[config.mk]
export PLATFORM = sky130hd
export DESIGN_NAME = wcs_cmdq
export DESIGN_NICKNAME = d
export VERILOG_FILES = /design/src/hdl/wcs_pkg.sv /design/src/hdl/wcs_cmdq.sv
export SDC_FILE = /design/constraint.sdc
export NUM_CORES = 1
export LEC_CHECK = 0
export BUFFER_PORTS_ARGS = -buffer_cell sky130_fd_sc_hd__clkbuf_2
export CAP_MARGIN = 10
export CORE_MARGIN = 2
export CORE_UTILIZATION = 46
export DETAILED_ROUTE_END_ITERATION = 7
export GPL_TIMING_DRIVEN = 0
export HOLD_SLACK_MARGIN = 0.08
export PLACE_DENSITY = 0.75
export SYNTH_ARGS = -nofsm -noshare
export SYNTH_HDL_FRONTEND = slang
export SYNTH_SLANG_ARGS = --single-unit
[constraint.sdc]
create_clock -name clock -period 1.9 [get_ports clock]
set_input_delay 0.19 -clock clock [delete_from_list [all_inputs] [get_ports clock]]
set_output_delay 0.19 -clock clock [all_outputs]
set_load 0.01 [all_outputs]
[src/hdl/wcs_pkg.sv]
package wcs_pkg;

   // Fixed field and table widths
   localparam int FRAC_BITS  = 8;
   localparam int ENV_DEPTH  = 256;
   localparam int ENV_AW     = 8;
   localparam int STEP_W     = 13;
   localparam int LOOP_W     = 8;
   localparam int ENV_W      = 8;
   localparam int SAMPLE_W   = 8;
   localparam int LEVEL_W    = 16;
   localparam int MODE_W     = 3;
   localparam int NOTE_W     = 6;
   localparam int ADDR_W     = 10;
   localparam int DATA_W     = 16;
   localparam int PROD_W     = 17;
   localparam int REQ_DATA_W = 32;

   localparam logic [LEVEL_W-1:0] MID_LEVEL = 16'h8000;
   localparam logic [ENV_W-1:0]   ENV_MAX   = 8'd255;

   // Input item kinds
   localparam logic [MODE_W-1:0] MODE_TICK     = 3'd0;
   localparam logic [MODE_W-1:0] MODE_NOTE     = 3'd1;
   localparam logic [MODE_W-1:0] MODE_WAVE_WR  = 3'd2;
   localparam logic [MODE_W-1:0] MODE_ENV_WR   = 3'd3;
   localparam logic [MODE_W-1:0] MODE_PITCH_WR = 3'd4;
   localparam logic [MODE_W-1:0] MODE_SILENCE  = 3'd5;

   // Register file
   localparam int             CSR_AW        = 3;
   localparam int             CSR_DATA_W    = 32;
   localparam logic           CSR_IDX_DECAY = 1'b0;
   localparam logic           CSR_IDX_CLAMP = 1'b1;
   localparam logic [7:0]     DECAY_RESET   = 8'd10;
   localparam logic [14:0]    CLAMP_RESET   = 15'd32000;

   // Command queue between front and back
   localparam int CMDQ_DEPTH = 2;
   localparam int CMDQ_PTR_W = 1;
   localparam int CMDQ_CNT_W = 2;

   typedef enum logic [2:0] {
      OP_TICK    = 3'd0,
      OP_NOTE    = 3'd1,
      OP_WAVE    = 3'd2,
      OP_ENV     = 3'd3,
      OP_PITCH   = 3'd4,
      OP_SILENCE = 3'd5
   } op_type;

   typedef struct packed {
      op_type              op;
      logic                note_ok;
      logic [NOTE_W-1:0]   note;
      logic [ADDR_W-1:0]   addr;
      logic [DATA_W-1:0]   data;
   } cmd_type;

endpackage

[src/hdl/wcs_cmdq.sv]
module wcs_cmdq (
   input  logic             clock,
   input  logic             reset,
   input  logic             push,
   input  wcs_pkg::cmd_type push_cmd,
   output logic             push_ready,
   input  logic             pop,
   output logic             head_valid,
   output wcs_pkg::cmd_type head_cmd
);

   wcs_pkg::cmd_type                    slot_ff [wcs_pkg::CMDQ_DEPTH];
   logic [wcs_pkg::CMDQ_PTR_W-1:0]      wr_ptr_ff, wr_ptr_in;
   logic [wcs_pkg::CMDQ_PTR_W-1:0]      rd_ptr_ff, rd_ptr_in;
   logic [wcs_pkg::CMDQ_CNT_W-1:0]      count_ff, count_in;
   logic                                do_push, do_pop;

   assign push_ready = (count_ff != wcs_pkg::CMDQ_CNT_W'(wcs_pkg::CMDQ_DEPTH));
   assign head_valid = (count_ff != '0);
   assign head_cmd   = slot_ff[rd_ptr_ff];
   assign do_push    = push && push_ready;
   assign do_pop     = pop && head_valid;

   // Advance pointers and fill count
   always_comb begin
      wr_ptr_in = do_push ? wr_ptr_ff + 1'b1 : wr_ptr_ff;
      rd_ptr_in = do_pop ? rd_ptr_ff + 1'b1 : rd_ptr_ff;
      count_in  = count_ff;
      if (do_push && !do_pop) begin
         count_in = count_ff + 1'b1;
      end else if (do_pop && !do_push) begin
         count_in = count_ff - 1'b1;
      end
   end

   always_ff @(posedge clock) begin
      if (reset) begin
         wr_ptr_ff <= '0;
         rd_ptr_ff <= '0;
         count_ff  <= '0;
      end else begin
         wr_ptr_ff <= wr_ptr_in;
         rd_ptr_ff <= rd_ptr_in;
         count_ff  <= count_in;
      end
   end

   // Hold the payload slots
   always_ff @(posedge clock) begin
      if (do_push) begin
         slot_ff[wr_ptr_ff] <= push_cmd;
      end
   end

endmodule

==> results.md, run 1 <==
- Run status: complete, no violations
- Arrival time worst endpoint: 1570 ps
- Core ar.: 5920 um2
- Vias in the first global route: 1638
- DRC: 0
- Net Count, Synth: 177
- First-pass GRT wire length: 7470 um
- Setup violators final: 0
- Worst-Skew Late Latency: 330 ps
- Grt peak-use layer: met2
- Antenna violations before repair: 0
- Skew final: 7.01 ps
- # rows: 28
- Clock period minus final worst setup slack: 1760 ps
- Seq cells post-synth: 77
- Max Slew Vio Count: 0
- Cell Area, Synth: 2820 um2
- Hold Crit Class: primary input to flop
- IO Count: between 70 and 80
- Clk sinks: 77
- Required time of the critical path: 1710 ps
- Syn avg cell area: 20.7 um2
- Tcrit/Tclk final: 92.8%
- Nets@finish: 302
- GR Layer Usage met3: between 3 and 4%
- Final Hold Viols: 0
- M2 GR Usage: 26.0%
- DR WL/cell: 14.5 um
- Post-DP HPWL: 3080 um
- Non-filler cells, final: 341
- ANT cells: 0
- Initial DRT Pass Iterations: 4
- MaxCap Viol Count: 0
- WL final: 4960 um
- Least-Margin Pin Slew: 519 ps
- FF-to-FF setup slack: roughly 260 ps
- Total number of vias: 1598
- Setup_tns: 0 ps
- Die ar.: 6770 um2
- Setup CP Type: flop to primary output
- Clock transition at path regs: 70 ps
- Max VDD drop: 846 uV
- CTS buffer count: 9
- CTS tree: done
- Distinct cell type count after synthesis: 18
- Pwr/cell area: 1230 nW/um2
- H-Tree Depth: 3
- Pleak: 1.51 nW
- Antenna viol nets, final: 0
- Syn-to-layout area delta: 38.5%
- Total GRT Usage: approximately 15%
- Horiz. Die Dim: 82.3 um
- RSZ-0062 raised after global routing: false
- Vias per cell: 4.69
- Placed insts: between 200 and 300
- Final core occ: 65.9%
- Met1 GRT Util: between 10% and 20%
- Crit start category: flop
- Starting Density: 47.6%
- CTS max path bufs: 2
- Final Cell Area: 3900 um2
- Crit-path max FO: 10
- Area after DPL: around 3300 um2
- Post-synthesis sequential area ratio: 80.3%
- Fmax: 567 MHz
- # port buffers: 77
- 1st-iter DRT viols: 85
- GRT overflow: 0
- Slew HR: 65.4%
- Largest net degree at the start of global routing: 37
- Fillcell total: approximately 420
- Yosys warns: 0
- Hold slack: 193 ps
- Die H: 82.3 um
- Root buffer cell: clkbuf_8
- GPL Wtd Cong: a little under 0.7
- Worst setup EP type: primary output
- Share of cells above drive strength 1: between 50% and 60%
- Cells after synthesis: approximately 140
==> what timing repair did <==
item,in CTS,in global routing
endpoints found under the setup margin,0,72
buffers inserted,0,0
endpoints found under the hold margin,74,0
resized for setup,0,3
hold buffers,37,0
==> report_power, final <==
part / internal (mW) / switching (mW) / leakage [nW] / total (mW)
logic: 0.599 / 0.620 / 0.684 / 1.22
clock network: 0.861 / 0.536 / 0.113 / 1.40
registers: 2.12 / 0.0648 / 0.714 / 2.19
total: 3.58 / 1.22 / 1.51 / 4.80
==> flip-flops by register name, summed over array words and instances (netlist names), named ones only <==
signal,flops
slot_ff,72
rd_ptr_ff,1
wr_ptr_ff,1
count_ff,2
==> cell usage in the layout, fill, tap and decap left out, drive strengths merged, types with 2 or more instances in the layout <==
master	count
a21oi	2
buf	4
bufinv	3
clkbuf	87
clkinv	3
dfxtp	5
dlygate4sd3	37
edfxtp	72
mux2	36
nor2	3
o21ai	2
xor2	3
==> metal layers <==
| metal | vias up | share of wire, % |
|---|---|---|
| li1 | 780 | - |
| met1 | 765 | 42 |
| met2 | 45 | 50 |
| met3 | 8 | 5.3 |
| met4 | 0 | 2.0 |
| met5 | - | 0 |
==> final cells by class <==
cell class	count	area (um2)	area share (%)
flip-flops and latches	77	2260	57.9
repair buffers	114	756	19.4
multi-input cells	54	529	13.6
clock buffers	10	128	3.27
clock inverters	6	101	2.60
well taps	75	93.8	2.40
plain buffers	4	27.5	0.705
inverters	1	6.26	0.160
==> worst max-delay path: stages (launching register included) <==
cell and delay [ps]:
dfxtp_1 300, buf_2 220, buf_4 240, mux2_2 350
clkbuf_2 130
==> kinds of logic (layout without fill, tap and decap cells) <==
| family | count (synthesis) | count (layout) | share of synthesized area, % |
|---|---|---|---|
| compound gates | 5 | 5 | 1.07 |
| xor+xnor | 3 | 3 | 0.933 |
| fa+ha+maj | 1 | 1 | 0.444 |
| buf+inv | 5 | 135 | 1.11 |
| flops | 77 | 77 | 80.3 |
| mux | 36 | 36 | 14.4 |
| simple gates | 9 | 9 | 1.78 |
==> Yosys cell counts (all sizes together) <==
library cell / count / area, um2
or2: 1 / 6.26
a21oi: 2 / 10.0
dfxtp: 5 / 100
edfxtp: 72 / 2160
buf: 4 / 27.5
nand2b: 1 / 6.26
and3: 1 / 6.26
o21ai: 2 / 10.0
inv: 1 / 3.75
or3: 1 / 6.26
xor2: 3 / 26.3
a21bo: 1 / 10.0
nand3b: 1 / 7.51
and2: 1 / 6.26
ha: 1 / 12.5
mux2: 36 / 405
nor2: 3 / 11.3
==> path summary, 6_finish.rpt <==
check,startpoint,to,depth (start not counted)
worst max register to register,count_ff[0]$_SDFFE_PP0P_,count_ff[1]$_SDFFE_PP0P_,5
worst max-delay path,flop,head_cmd[30],4
worst min-delay path,push,wr_ptr_ff$_SDFFE_PP0P_,3
worst min register to register,count_ff[1]$_SDFFE_PP0P_,count_ff[1]$_SDFFE_PP0P_,2
==> metrics by stage <==
stage	total power, mW	setup slack (ps)
3_3_place_gp	3.37	-329
5_1_grt	5.05	43.0
2_1_floorplan	2.96	72.4
6_report	4.80	137
4_1_cts	4.86	66.1
3_5_place_dp	3.40	79.0
Note: power is estimated with default switching activity, not from simulation.
==> run 2: changes to the inputs <==
Settings changed: BUFFER_PORTS_ARGS -buffer_cell sky130_fd_sc_hd__clkbuf_2 to unset, CORE_UTILIZATION 46 to 55, CTS_CLUSTER_DIAMETER set to 120, DONT_BUFFER_PORTS set to 1, PLACE_DENSITY 0.75 to 0.74.
==> run 2 against run 1 <==
Net effect:
- routed wire length down 6.0%
- flip-flop and latch count is the same
- sequential power hardly changed
- utilization up 4.3 points
- design area fell by 9.8%
- maximum frequency rose by 2.1%
- clock skew rose by 6.5 ps
- sequential share of layout area increased by 6.3 points
- largest cell class unchanged
==> results.md, run 2 (same netlist as run 1, synthesis figures left out) <==
- Core ar.: 5010 um2
- Required time of the critical path: 2160 ps
- Crit-path max FO: 5
- Final Hold Viols: 0
- ANT cells: 0
- Most frequent cells in the layout: 72 x edfxtp_1, 38 x dlygate4sd3_1, 36 x mux2_2
- First-pass GRT wire length: 6630 um
- RSZ-0062 raised after global routing: false
- Total power: 4.25 mW
- GRT overflow: 0
- Worst path cell trace: nand2b_1 -> and2_1 -> ha_1 -> or3_1 -> a21oi_1
- Skew final: 13.5 ps
- Share of cells above drive strength 1: 32.8%
- Worst path bufs/invs: 0
- Wl on met1: 1760 um
- Run status: complete, no violations
- DRC: 0
- Tcrit/Tclk final: 90.9%
- IO Count: 78
- Final core occ: 70.3%
- Worst Hold Depth: 3
- Worst r2r path cells: 5
- Worst-Skew Late Latency: 330 ps
- Antenna violations before repair: 0
- Least-Margin Pin Slew: roughly 500 ps
- Post-DP HPWL: 2780 um
- Worst r2r src: count_ff[0]$_SDFFE_PP0P_
- # rows: 26
- Multi-input logic area: 529 um2
- Initial DRT Pass Iterations: 4
- Biggest register: slot_ff
- Max Slew Vio Count: 0
- Max FFs per register: 72
- Clock transition at path regs: 70 ps
- CTS tree: done
- MaxCap Viol Count: 0
- Hold Crit Class: primary input to flop
- CP peak stage delay: 360 ps
- Register Area: 2260 um2
- Die ar.: 5710 um2
- Commonest non-fill, non-tap cell in the layout: edfxtp_1
- DR WL/cell: 17.6 um
- Family with the most delay on the worst path: simple AND/OR/NAND/NOR gates
- GPL Wtd Cong: between 0.6 and 0.7
- Area after DPL: 2930 um2
- 1st-iter DRT viols: 63
- # port buffers: 0
- Largest regs: slot_ff (72), count_ff (2)
- Worst setup EP type: flop
- FF-to-FF setup slack: ~170 ps
- DR top layer: met4
- Largest net degree at the start of global routing: 37
- R2r endpoint: count_ff[1]$_SDFFE_PP0P_
- Nets@finish: 231
- Total number of vias: 1376
- WL final: about 4700 um
- Met3 wire len: 267 um
- Critical path's slowest cell: or3_1
- Crit start category: flop
- Final Cell Area: 3520 um2
- Met2 wire len: roughly 2600 um
- Vias per cell: between 5 and 6
- H-Tree Depth: 3
- Setup CP Type: flop to flop
- Starting Density: between 50% and 60%
- Vias in the first global route: between 1000 and 1500
- Total GRT Usage: 16.6%
- Horiz. Die Dim: 75.6 um
- Clock period minus final worst setup slack: about 1700 ps
- Die H: 75.6 um
- Fillcell total: about 340
- Pleak: between 1 and 1.5 nW
- Root buffer cell: clkbuf_8
- Fmax: a little under 600 MHz
- CTS max path bufs: 2
- Max VDD drop: about 920 uV
- Arrival time worst endpoint: 1980 ps
- Clk sinks: 77
- Syn-to-layout area delta: 24.9%
- Setup violators final: 0
- Antenna viol nets, final: 0
- CTS buffer count: 9
- Pwr/cell area: ~1200 nW/um2
- Hold slack: 178 ps
- Hold wc startpoint: pop
- Slew HR: 66.5%
==> run 2: worst max path at each step <==
stage | from | to | depth (start not counted)
2_1_floorplan | count_ff[0]$_SDFFE_PP0P_ | slot_ff[0][0]$_DFFE_PP_ | 3
3_3_place_gp | count_ff[0]$_SDFFE_PP0P_ | slot_ff[0][21]$_DFFE_PP_ | 3
3_5_place_dp | count_ff[0]$_SDFFE_PP0P_ | slot_ff[0][15]$_DFFE_PP_ | 4
4_1_cts | count_ff[0]$_SDFFE_PP0P_ | slot_ff[1][32]$_DFFE_PP_ | 2
5_1_grt | count_ff[0]$_SDFFE_PP0P_ | count_ff[1]$_SDFFE_PP0P_ | 5
6_report | count_ff[0]$_SDFFE_PP0P_ | count_ff[1]$_SDFFE_PP0P_ | 5
==> run 2: stage by stage <==
stage | worst slack, ps | TNS, ps | instances
after global routing | 99.5 | 0 | 265
after global placement | -252 | -9010 | 206
final | 173 | 0 | 265
after detailed placement | -67.5 | -1260 | 207
after floorplan | 72.4 | 0 | 136
after CTS | 21.2 | 0 | 261
==> run 2: what timing repair did <==
| item | CTS | global route |
|---|---|---|
| hold endpoints to repair | 77 | 0 |
| hold buffers | 38 | 0 |
| resized for setup | 1 | 1 |
| pin swaps | 0 | 0 |
| gates cloned | 0 | 0 |
| endpoints found under the setup margin | 19 | 55 |
| buffers inserted | 0 | 4 |
==> run 2: power by group <==
part / switching, mW / internal (mW)
clock: 0.557 / 0.469
combinational: 0.561 / 0.477
sequential: 0.0689 / 2.12
total: 1.19 / 3.07
==> run 2: routing by layer <==
layer	global-route usage, %	vias up
met5	0	-
met1	17.3	683
met2	30.1	53
li1	-	635
met4	8.77	0
met3	4.89	5
==> run 2: area by class of cell <==
| class | instances | area share, % |
|---|---|---|
| sequential | 77 | 64.3 |
| multi-input combinational | 54 | 15.0 |
| timing repair buffer | 43 | 12.4 |
| clock buffer | 10 | 3.63 |
| tap | 70 | 2.49 |
| clock inverter | 6 | 1.14 |
| buffer | 4 | 0.782 |
| inverter | 1 | 0.213 |
==> run 2: worst register-to-register path: stages, from the launching register on <==
cell and delay (ps):
dfxtp_1 350, nand2b_1 260, and2_1 210, ha_1 330, or3_1 360, a21oi_1 140
